--- config.mk ---
export PLATFORM = sky130hd
export DESIGN_NAME = sync_header_frame_receiver_unit
export DESIGN_NICKNAME = d
export VERILOG_FILES = /design/src/sv/shrx_pkg.sv /design/src/sv/shrx_cfg.sv /design/src/sv/shrx_in_reg.sv /design/src/sv/shrx_core.sv /design/src/sv/sync_header_frame_receiver_unit.sv
export SDC_FILE = /design/constraint.sdc
export NUM_CORES = 1
export LEC_CHECK = 0
export BUFFER_PORTS_ARGS = -buffer_cell sky130_fd_sc_hd__buf_2
export CAP_MARGIN = 20
export CORE_MARGIN = 2
export CORE_UTILIZATION = 59
export DETAILED_ROUTE_END_ITERATION = 12
export GPL_ROUTABILITY_DRIVEN = 0
export PLACE_DENSITY = 0.8
export REMOVE_ABC_BUFFERS = 1
export SYNTH_ARGS = -nofsm -noshare
export SYNTH_HDL_FRONTEND = slang
export SYNTH_SLANG_ARGS = --single-unit
--- constraint.sdc ---
create_clock -name i_clk -period 2.6 [get_ports i_clk]
set_input_delay 0.52 -clock i_clk [delete_from_list [all_inputs] [get_ports i_clk]]
set_output_delay 0.52 -clock i_clk [all_outputs]
set_load 0.01 [all_outputs]
--- src/sv/shrx_pkg.sv ---
// Package for the sync header frame receiver: configuration record, item record,
// phase codes, status codes and reset values. Depends on nothing.
package shrx_pkg;

    localparam int unsigned CfgIndexWidth = 2;

    localparam logic [CfgIndexWidth-1:0] CFG_FIRST_HEADER   = 2'd0;
    localparam logic [CfgIndexWidth-1:0] CFG_SECOND_HEADER  = 2'd1;
    localparam logic [CfgIndexWidth-1:0] CFG_DEVICE_ADDRESS = 2'd2;
    localparam logic [CfgIndexWidth-1:0] CFG_MAX_LENGTH     = 2'd3;

    localparam logic [7:0] RST_FIRST_HEADER   = 8'h55;
    localparam logic [7:0] RST_SECOND_HEADER  = 8'hAA;
    localparam logic [7:0] RST_DEVICE_ADDRESS = 8'h11;
    localparam logic [7:0] RST_MAX_LENGTH     = 8'd30;

    localparam logic [7:0] POS_MAX = 8'hFF;

    localparam logic [2:0] PH_HUNT = 3'd0;
    localparam logic [2:0] PH_HDR2 = 3'd1;
    localparam logic [2:0] PH_ADDR = 3'd2;
    localparam logic [2:0] PH_LEN  = 3'd3;
    localparam logic [2:0] PH_BODY = 3'd4;
    localparam logic [2:0] PH_CSUM = 3'd5;

    localparam logic [2:0] ST_DISCARD  = 3'd0;
    localparam logic [2:0] ST_STORED   = 3'd1;
    localparam logic [2:0] ST_GOOD     = 3'd2;
    localparam logic [2:0] ST_BAD_HDR2 = 3'd3;
    localparam logic [2:0] ST_BAD_ADDR = 3'd4;
    localparam logic [2:0] ST_TOO_LONG = 3'd5;
    localparam logic [2:0] ST_BAD_CSUM = 3'd6;
    localparam logic [2:0] ST_TIMEOUT  = 3'd7;

    typedef struct packed {
        logic [7:0] first_header;
        logic [7:0] second_header;
        logic [7:0] device_address;
        logic [7:0] max_payload_length;
    } t_cfg;

    typedef struct packed {
        logic       op;
        logic [7:0] rx_byte;
    } t_item;

endpackage

--- src/sv/shrx_cfg.sv ---
// Configuration register file of the sync header frame receiver.
// Depends on shrx_pkg for the register indexes, reset values and t_cfg.
module shrx_cfg (
    input  logic                                i_clk,
    input  logic                                i_rst_n,
    input  logic                                i_cfg_we,
    input  logic [shrx_pkg::CfgIndexWidth-1:0]  i_cfg_index,
    input  logic [7:0]                          i_cfg_data,
    output shrx_pkg::t_cfg                      o_cfg
);

    shrx_pkg::t_cfg r_cfg;

    always_ff @(posedge i_clk) begin
        if (!i_rst_n) begin
            r_cfg.first_header       <= shrx_pkg::RST_FIRST_HEADER;
            r_cfg.second_header      <= shrx_pkg::RST_SECOND_HEADER;
            r_cfg.device_address     <= shrx_pkg::RST_DEVICE_ADDRESS;
            r_cfg.max_payload_length <= shrx_pkg::RST_MAX_LENGTH;
        end else if (i_cfg_we) begin
            case (i_cfg_index)
                shrx_pkg::CFG_FIRST_HEADER:   r_cfg.first_header       <= i_cfg_data;
                shrx_pkg::CFG_SECOND_HEADER:  r_cfg.second_header      <= i_cfg_data;
                shrx_pkg::CFG_DEVICE_ADDRESS: r_cfg.device_address     <= i_cfg_data;
                shrx_pkg::CFG_MAX_LENGTH:     r_cfg.max_payload_length <= i_cfg_data;
                default: ;
            endcase
        end
    end

    assign o_cfg = r_cfg;

endmodule

--- src/sv/shrx_in_reg.sv ---
// Input register of the sync header frame receiver: holds one accepted transaction
// until the decode stage takes it. Depends on shrx_pkg for t_item.
module shrx_in_reg (
    input  logic            i_clk,
    input  logic            i_rst_n,
    input  logic            i_in_valid,
    output logic            o_in_ready,
    input  logic            i_op,
    input  logic [7:0]      i_rx_byte,
    output logic            o_item_valid,
    output shrx_pkg::t_item o_item,
    input  logic            i_item_take
);

    logic            r_valid;
    shrx_pkg::t_item r_item;
    logic            w_load;

    assign o_in_ready = !r_valid || i_item_take;
    assign w_load     = i_in_valid && o_in_ready;

    always_ff @(posedge i_clk) begin
        if (!i_rst_n) begin
            r_valid <= 1'b0;
        end else if (w_load) begin
            r_valid <= 1'b1;
        end else if (i_item_take) begin
            r_valid <= 1'b0;
        end
    end

    always_ff @(posedge i_clk) begin
        if (w_load) begin
            r_item.op      <= i_op;
            r_item.rx_byte <= i_rx_byte;
        end
    end

    assign o_item_valid = r_valid;
    assign o_item       = r_item;

endmodule

--- src/sv/shrx_core.sv ---
// Frame decode stage of the sync header frame receiver: phase, length, sum and
// position state plus the result register. Depends on shrx_pkg.
module shrx_core (
    input  logic            i_clk,
    input  logic            i_rst_n,
    input  shrx_pkg::t_cfg  i_cfg,
    input  logic            i_item_valid,
    input  shrx_pkg::t_item i_item,
    output logic            o_item_take,
    output logic            o_out_valid,
    input  logic            i_out_ready,
    output logic [7:0]      o_frame_byte,
    output logic [7:0]      o_byte_index,
    output logic [2:0]      o_status
);

    logic [2:0] r_phase;
    logic [7:0] r_bytes_left;
    logic [7:0] r_sum;
    logic [7:0] r_pos;
    logic       r_out_valid;
    logic [7:0] r_frame_byte;
    logic [7:0] r_byte_index;
    logic [2:0] r_status;

    logic [2:0] n_phase;
    logic [7:0] n_bytes_left;
    logic [7:0] n_sum;
    logic [7:0] n_pos;
    logic [7:0] n_frame_byte;
    logic [7:0] n_byte_index;
    logic [2:0] n_status;

    logic [7:0] w_b;
    logic [7:0] w_sum_take;
    logic [7:0] w_pos_take;

    assign o_item_take = i_item_valid && (!r_out_valid || i_out_ready);

    assign w_b        = i_item.rx_byte;
    assign w_sum_take = r_sum + w_b;
    assign w_pos_take = (r_pos == shrx_pkg::POS_MAX) ? r_pos : r_pos + 8'd1;

    always_comb begin
        n_phase      = shrx_pkg::PH_HUNT;
        n_bytes_left = 8'd0;
        n_sum        = 8'd0;
        n_pos        = 8'd0;
        n_frame_byte = w_b;
        n_byte_index = r_pos;
        n_status     = shrx_pkg::ST_DISCARD;
        if (i_item.op) begin
            n_frame_byte = 8'd0;
            n_status     = shrx_pkg::ST_TIMEOUT;
        end else begin
            case (r_phase)
                shrx_pkg::PH_HDR2: begin
                    if (w_b == i_cfg.second_header) begin
                        n_phase  = shrx_pkg::PH_ADDR;
                        n_sum    = w_sum_take;
                        n_pos    = w_pos_take;
                        n_status = shrx_pkg::ST_STORED;
                    end else begin
                        n_status = shrx_pkg::ST_BAD_HDR2;
                    end
                end
                shrx_pkg::PH_ADDR: begin
                    if (w_b == i_cfg.device_address) begin
                        n_phase  = shrx_pkg::PH_LEN;
                        n_sum    = w_sum_take;
                        n_pos    = w_pos_take;
                        n_status = shrx_pkg::ST_STORED;
                    end else begin
                        n_status = shrx_pkg::ST_BAD_ADDR;
                    end
                end
                shrx_pkg::PH_LEN: begin
                    if (w_b > i_cfg.max_payload_length) begin
                        n_status = shrx_pkg::ST_TOO_LONG;
                    end else begin
                        n_phase      = shrx_pkg::PH_BODY;
                        n_bytes_left = w_b;
                        n_sum        = w_sum_take;
                        n_pos        = w_pos_take;
                        n_status     = shrx_pkg::ST_STORED;
                    end
                end
                shrx_pkg::PH_BODY: begin
                    n_sum    = w_sum_take;
                    n_pos    = w_pos_take;
                    n_status = shrx_pkg::ST_STORED;
                    if (r_bytes_left == 8'd0) begin
                        n_phase = shrx_pkg::PH_CSUM;
                    end else begin
                        n_phase      = shrx_pkg::PH_BODY;
                        n_bytes_left = r_bytes_left - 8'd1;
                    end
                end
                shrx_pkg::PH_CSUM: begin
                    n_status = (w_b == r_sum) ? shrx_pkg::ST_GOOD : shrx_pkg::ST_BAD_CSUM;
                end
                default: begin
                    n_byte_index = 8'd0;
                    if (w_b == i_cfg.first_header) begin
                        n_phase  = shrx_pkg::PH_HDR2;
                        n_sum    = w_b;
                        n_pos    = 8'd1;
                        n_status = shrx_pkg::ST_STORED;
                    end
                end
            endcase
        end
    end

    always_ff @(posedge i_clk) begin
        if (!i_rst_n) begin
            r_phase      <= shrx_pkg::PH_HUNT;
            r_bytes_left <= 8'd0;
            r_sum        <= 8'd0;
            r_pos        <= 8'd0;
            r_out_valid  <= 1'b0;
        end else begin
            if (o_item_take) begin
                r_phase      <= n_phase;
                r_bytes_left <= n_bytes_left;
                r_sum        <= n_sum;
                r_pos        <= n_pos;
                r_out_valid  <= 1'b1;
            end else if (i_out_ready) begin
                r_out_valid  <= 1'b0;
            end
        end
    end

    always_ff @(posedge i_clk) begin
        if (o_item_take) begin
            r_frame_byte <= n_frame_byte;
            r_byte_index <= n_byte_index;
            r_status     <= n_status;
        end
    end

    assign o_out_valid  = r_out_valid;
    assign o_frame_byte = r_frame_byte;
    assign o_byte_index = r_byte_index;
    assign o_status     = r_status;

endmodule

--- src/sv/sync_header_frame_receiver_unit.sv ---
// Top level of the sync header frame receiver: configuration registers, input
// register and frame decode stage. Depends on shrx_pkg, shrx_cfg, shrx_in_reg, shrx_core.
//
//   Channel  | Handshake                | Payload
//   ---------+--------------------------+-----------------------------------
//   input    | i_in_valid / o_in_ready  | i_op, i_rx_byte
//   output   | o_out_valid / i_out_ready| o_frame_byte, o_byte_index, o_status
//   config   | i_cfg_we                 | i_cfg_index, i_cfg_data
//
// Each accepted transaction passes through the input register and then the result register.
// The input register and the result register each hold one transaction, so one
// transaction is accepted every cycle while the output side keeps taking results.
// A stalled output holds both registers; the input stays ready while its register is free.
// Reset restores the register defaults and returns the receiver to header hunting.
module sync_header_frame_receiver_unit (
    input  logic                                i_clk,
    input  logic                                i_rst_n,
    input  logic                                i_in_valid,
    output logic                                o_in_ready,
    input  logic                                i_op,
    input  logic [7:0]                          i_rx_byte,
    output logic                                o_out_valid,
    input  logic                                i_out_ready,
    output logic [7:0]                          o_frame_byte,
    output logic [7:0]                          o_byte_index,
    output logic [2:0]                          o_status,
    input  logic                                i_cfg_we,
    input  logic [shrx_pkg::CfgIndexWidth-1:0]  i_cfg_index,
    input  logic [7:0]                          i_cfg_data
);

    shrx_pkg::t_cfg  w_cfg;
    shrx_pkg::t_item w_item;
    logic            w_item_valid;
    logic            w_item_take;

    shrx_cfg u_cfg (
        .i_clk       (i_clk),
        .i_rst_n     (i_rst_n),
        .i_cfg_we    (i_cfg_we),
        .i_cfg_index (i_cfg_index),
        .i_cfg_data  (i_cfg_data),
        .o_cfg       (w_cfg)
    );

    shrx_in_reg u_in_reg (
        .i_clk        (i_clk),
        .i_rst_n      (i_rst_n),
        .i_in_valid   (i_in_valid),
        .o_in_ready   (o_in_ready),
        .i_op         (i_op),
        .i_rx_byte    (i_rx_byte),
        .o_item_valid (w_item_valid),
        .o_item       (w_item),
        .i_item_take  (w_item_take)
    );

    shrx_core u_core (
        .i_clk        (i_clk),
        .i_rst_n      (i_rst_n),
        .i_cfg        (w_cfg),
        .i_item_valid (w_item_valid),
        .i_item       (w_item),
        .o_item_take  (w_item_take),
        .o_out_valid  (o_out_valid),
        .i_out_ready  (i_out_ready),
        .o_frame_byte (o_frame_byte),
        .o_byte_index (o_byte_index),
        .o_status     (o_status)
    );

endmodule

==> Word-level counts from Yosys, hierarchy flattened <==
Cells that the tools add are included.
{ "op_classes": {"muxes": 35, "order_cmp": 1, "n_reduce_logical": 15, "n_addsub": 3, "n_eq_ne": 13} }
{ "op_table": {"columns": ["operator", "count"], "rows": [
  ["8-bit two-way mux", 15],
  ["8-bit case mux with 5 select lines", 2],
  ["8-bit == test", 4],
  ["3-bit case mux with 5 select lines", 2],
  ["8-bit case mux with 2 select lines", 1],
  ["3-bit two-way mux", 5],
  ["8-bit by 1-bit adder with 8-bit output, second input constant", 1],
  ["8-bit adder", 1],
  ["8-bit == test, second input constant", 1],
  ["8-bit greater-than comparator", 1],
  ["8-bit logical NOT", 1],
  ["2-bit AND reduction", 4],
  ["8-bit by 1-bit subtractor with 8-bit output, second input constant", 1],
  ["1-bit two-way mux", 7],
  ["3-bit by 2-bit == test with 1-bit output, second input constant", 2],
  ["3-bit == test, second input constant", 2],
  ["2-bit two-way mux", 3],
  ["5-bit OR reduction", 1],
  ["2-bit == test, second input constant", 2],
  ["2-bit nonzero test", 2],
  ["3-bit by 1-bit == test with 1-bit output, second input constant", 1],
  ["2-bit by 1-bit == test with 1-bit output, second input constant", 1],
  ["1-bit logical AND", 2],
  ["1-bit logical NOT", 2],
  ["2 further kinds", 3]
]} }
{ "totals": {"output_inout_bits": 21, "regBits": 89, "inputBits": 24, "elab_cells": 82} }

==> Depth between registers and ports, before layout <==
{ "depth": {"depth_word": 6, "ltp_mapped": 11, "mapped_depth_nobuf": 9} }

==> Modules after synthesis <==
A second synthesis with hierarchy kept.
{ "unflattened": {"cells_unflattened": 487, "area_unflattened_um2": 4713.3} }
{ "modules_own_cells": {"columns": ["module", "cells_per_inst", "n_inst", "seq_area_each_um2", "area_each_um2"], "rows": [
  ["shrx_core", 349, 1, 1131.1, 3123.0],
  ["shrx_cfg", 124, 1, 640.6, 1262.5],
  ["shrx_in_reg", 14, 1, 290.3, 327.8]
]} }

==> Least setup slack after synthesis <==
Ideal clock, no wire load.
{ "synth_timing": {"path_type": "flip-flop to flip-flop", "start": "register u_in_reg.r_item, in the netlist u_in_reg.o_item[1]", "end": "register u_core.r_sum[0]", "period_less_slack_ns": 2.128, "path_stages_with_launch": 10, "setup_time_ns": 0.125, "path_slack_ns": 0.472, "n_path_buf": 1, "arrival_time_ns": 2.003, "required_ns": 2.475, "cell_sequence": "edfxtp_1 -> ha_1 -> nor2b_1 -> o211ai_1 -> a21oi_1 -> o31ai_1 -> or2_2 -> buf_4 -> a221oi_1 -> nor3_1"} }
{ "synth_between": {"elab_chain_cells": 4, "elab_cells_between_ends": 10, "classes_between": "1 x order compare; 3 x eq/ne; 6 x mux"} }
{ "synth_rtl": {"columns": ["item", "line", "source"], "rows": [
  ["start, declared", "shrx_in_reg.sv:16", "shrx_pkg::t_item r_item;"],
  ["8-bit greater-than comparator (tied with other cells)", "shrx_core.sv:78", "if (w_b > i_cfg.max_payload_length) begin"],
  ["8-bit two-way mux (on tied branches)", null, null],
  ["8-bit case mux with 5 select lines (*)", "shrx_core.sv:56", "case (r_phase)"],
  ["8-bit two-way mux (*)", "shrx_core.sv:52", "if (i_item.op) begin"],
  ["end signal, assigned", "shrx_core.sv:126", "r_sum <= n_sum;"],
  ["end, declared", "shrx_core.sv:19", "logic [7:0] r_sum;"]
]} }
Every way passes the cells marked *; elsewhere a longest branch is shown, timed or not.
A chain may end at the register's enable or synchronous reset.

==> Final worst setup path <==
{ "layout_timing": {"start": "register u_in_reg.r_item, in the netlist u_in_reg.o_item[1]", "end": "register u_core.r_sum[7]"} }
{ "layout_between": {"elab_chain_cells": 4, "elab_cells_between_ends": 11, "classes_between": "1 x add/sub; 1 x order compare; 3 x eq/ne; 6 x mux"} }
{ "layout_rtl": {"columns": ["item", "line", "source"], "rows": [
  ["8-bit adder (tied with other cells)", "shrx_core.sv:41", "assign w_sum_take = r_sum + w_b;"],
  ["8-bit two-way mux (on tied branches)", null, null],
  ["8-bit case mux with 5 select lines (*)", "shrx_core.sv:56", null],
  ["8-bit two-way mux (*)", "shrx_core.sv:52", null]
]} }
Marks and branches as above.

==> reports/results.ini <==
[run_status]
status=finished, final reports clean

[detailed_routing]
postRouteAntennaNets=0
firstDrtPassIters=5
first_iter_violations=299
routed-via-count=3761
wl_per_cell_um=16.97
drcViolationCount=0
wl_um=10760
viasPerCell=5.932

[synthesis]
synth-adder-area-share_pct=5.385
synth_warnings=0
yosys.area_share.simple_pct=19.97
syn_inst=477
ys_dominant_reg_cell=dfxtp_1
synthArstFlopShare_pct=0
synth-seq-cells=89
synth_compound_area_share_pct=13.87
synthMuxAreaShare_pct=3.516
avgSynthCellArea_um2=9.548
synthXorXnorAreaFrac_pct=6.731
ys_seq_area_share_pct=45.27
synth-edff-count=28
synth_cell_types=61
synth_top_family_by_area=simple AND/OR/NAND/NOR gates
netlist_area_um2=4554

[die]
die_w_um=91.86
die_area_um2=8438
initial_core_util_pct=59.87
core_area_um2=7607
num_io_pins=45
die_y_um=91.86
num_rows=32

[clock_network]
tritoncts=built
cts_buffer_depth=2
numCtsBuffers=9
cts_num_sinks=89
htree_num_levels=3
clk_pin_slew_ps=90
cts_root_buf=clkbuf_8
postCtsHoldBufs=0
clk_latency_ps=350

[sta]
fin_skew_ps=12.45
finalSetupViolCount=0
min_period_ps=2498
relSlewSlack_pct=62.08
fin_crit_sh_pct=96.08
hold_viol=0
rsz0062_at_grt=false
fmax_mhz=400.3
hold_ws_ps=339.3
slew_viol_final=0
tns_ps=0
max_slew.worst_pin.slew_ps=568.2

[grt]
gr-usage-all-layers_pct=26.39
antenna_found_initial=0
grt_pass1_wl_um=17490
grt_overflow=0
grt_start_max_net_pins=26
grt_pass1_vias=3733

[final_layout]
final_cell_mix=dfxtp_1, nand2_1, buf_2
areaGrowthSynthToFinish_pct=11.87
layout-drive-gt1-share_pct=17.11
final_common_cell=dfxtp_1
layout.nets=570
antenna_cells=0

[pwr]
ir_drop_v=0.0003725
power_leakage_uw=0.002046
power_density_nw_per_um2=541.7

[worst_setup_path]
cp_max_fo=5
cp-start-kind=flop
arrival_ps=2710
setup.worst_path.end_class=flop
cp.required_ps=2810
worstSetupPathType=reg2reg

[flow_run]
drv_cap=0

[placement]
io_buffers=44
hpwl_um=7614

[min_path]
min_path_type=in2reg

worst max-delay path, cell delays in order (launching register included):
cell and delay [ps]:
edfxtp_1 440, buf_4 200, ha_1 300, a21oi_1 210, o211ai_1 150, o41ai_1 470, xnor2_1 210, o21ba_2 190
o21ai_1 110, a31oi_1 90
timing repair:
| item | 4_1_cts | 5_1_grt |
|---|---|---|
| buffers inserted | 0 | 2 |
| resized for setup | 0 | 2 |
| endpoints found under the setup margin | 0 | 9 |
| hold endpoints to repair | 0 | 0 |
layer usage:
layer | wire [um] | track usage (%) | share of wire (%) | up-vias
li1 | - | - | - | 1794
met5 | 0 | 0 | 0 | -
met4 | 250 | 11.07 | 2.3 | 0
met2 | 4970 | 44.18 | 46 | 176
met1 | 4646 | 34.38 | 43 | 1769
met3 | 895 | 3.698 | 8.3 | 22
synth_stat cells, types with 3 or more instances:
cell       number  area, um2
buf_2           7      35.03
clkbuf_1       10      37.54
a221oi_1        3      26.28
edfxtp_1       28      840.8
nand3_1        15      75.07
inv_1          16      60.06
xnor2_1        17      148.9
clkbuf_8        3      41.29
dfxtp_1        61       1221
nand4_1         8      50.05
nor4_1          7      43.79
o2bb2ai_1       5      43.79
nor3_1         15      75.07
nand2_1        60      225.2
a21o_1          4      30.03
ha_1           18      225.2
a21oi_1        25      125.1
a22oi_1         8      60.06
and2_1          3      18.77
nor2b_1        17      106.4
mux2i_1        16      160.2
xor2_1         18      157.7
nor2_1         40      150.1
a31oi_1        10      62.56
o211ai_1        8      60.06
and3_1          3      18.77
a22o_1          5      43.79
o21ai_1         6      30.03
metrics by stage:
step           total power (uW)  worst slack (ps)  util (%)  cells  area [um2]
2_1_floorplan              1705             265.7         -    451        4379
3_5_place_dp               1827             82.03     64.01    616        4870
3_3_place_gp               1815             173.7     64.01    616        4870
4_1_cts                    2753             92.66     66.68    632        5072
6_report                   2760             101.8     66.97    634        5095
5_1_grt                    2856             23.81     66.97    634        5095
power breakdown:
part	switching [uW]	leakage [uW]	total (uW)	internal, uW
Sequential	34.6	0.000760	1510	1480
Clock	488	0.0000999	953	465
Combinational	174	0.00119	293	118
Total	697	0.00205	2760	2060
state kept, by name, summed over array words and instances, names as in the netlist:
register               flops
u_core.o_frame_byte        8
u_core.r_phase             3
u_core.r_bytes_left        8
u_in_reg.o_item_valid      1
u_core.o_status            3
u_in_reg.o_item            9
u_core.o_byte_index        8
u_core.r_sum               8
u_cfg.o_cfg               32
u_core.o_out_valid         1
u_core.r_pos               8
area by class of cell:
class	instances	area [um2]
clock buffers	13	181.4
clock inverters	3	21.27
fillers	600	2512
inverters	17	63.81
multi-input cells	345	2261
flip-flops and latches	89	2062
well taps	102	127.6
repair buffers	65	377.9
cells by family (layout without fill, tap and decap cells):
logic type / count (synthesis) / after routing
and+or+nand+nor: 183 / 183
DFF: 89 / 89
buffers and inverters: 43 / 98
AOI/OAI and AO/OA: 92 / 92
muxes: 16 / 16
xor gates and xnor gates: 35 / 35
adders and majority gates: 19 / 19
final timing paths:
kind              slack (ps)  depth (start not counted)                 end                from
hold reg to reg          460                          2     u_core.r_sum[4]     u_core.r_sum[4]
hold / removal           340                          1  u_in_reg.o_item[7]        i_rx_byte[7]
setup reg to reg         100                          9     u_core.r_sum[7]  u_in_reg.o_item[1]
setup / recovery         100                          9     u_core.r_sum[7]  u_in_reg.o_item[1]
Note: power is estimated with default switching activity, not from simulation.
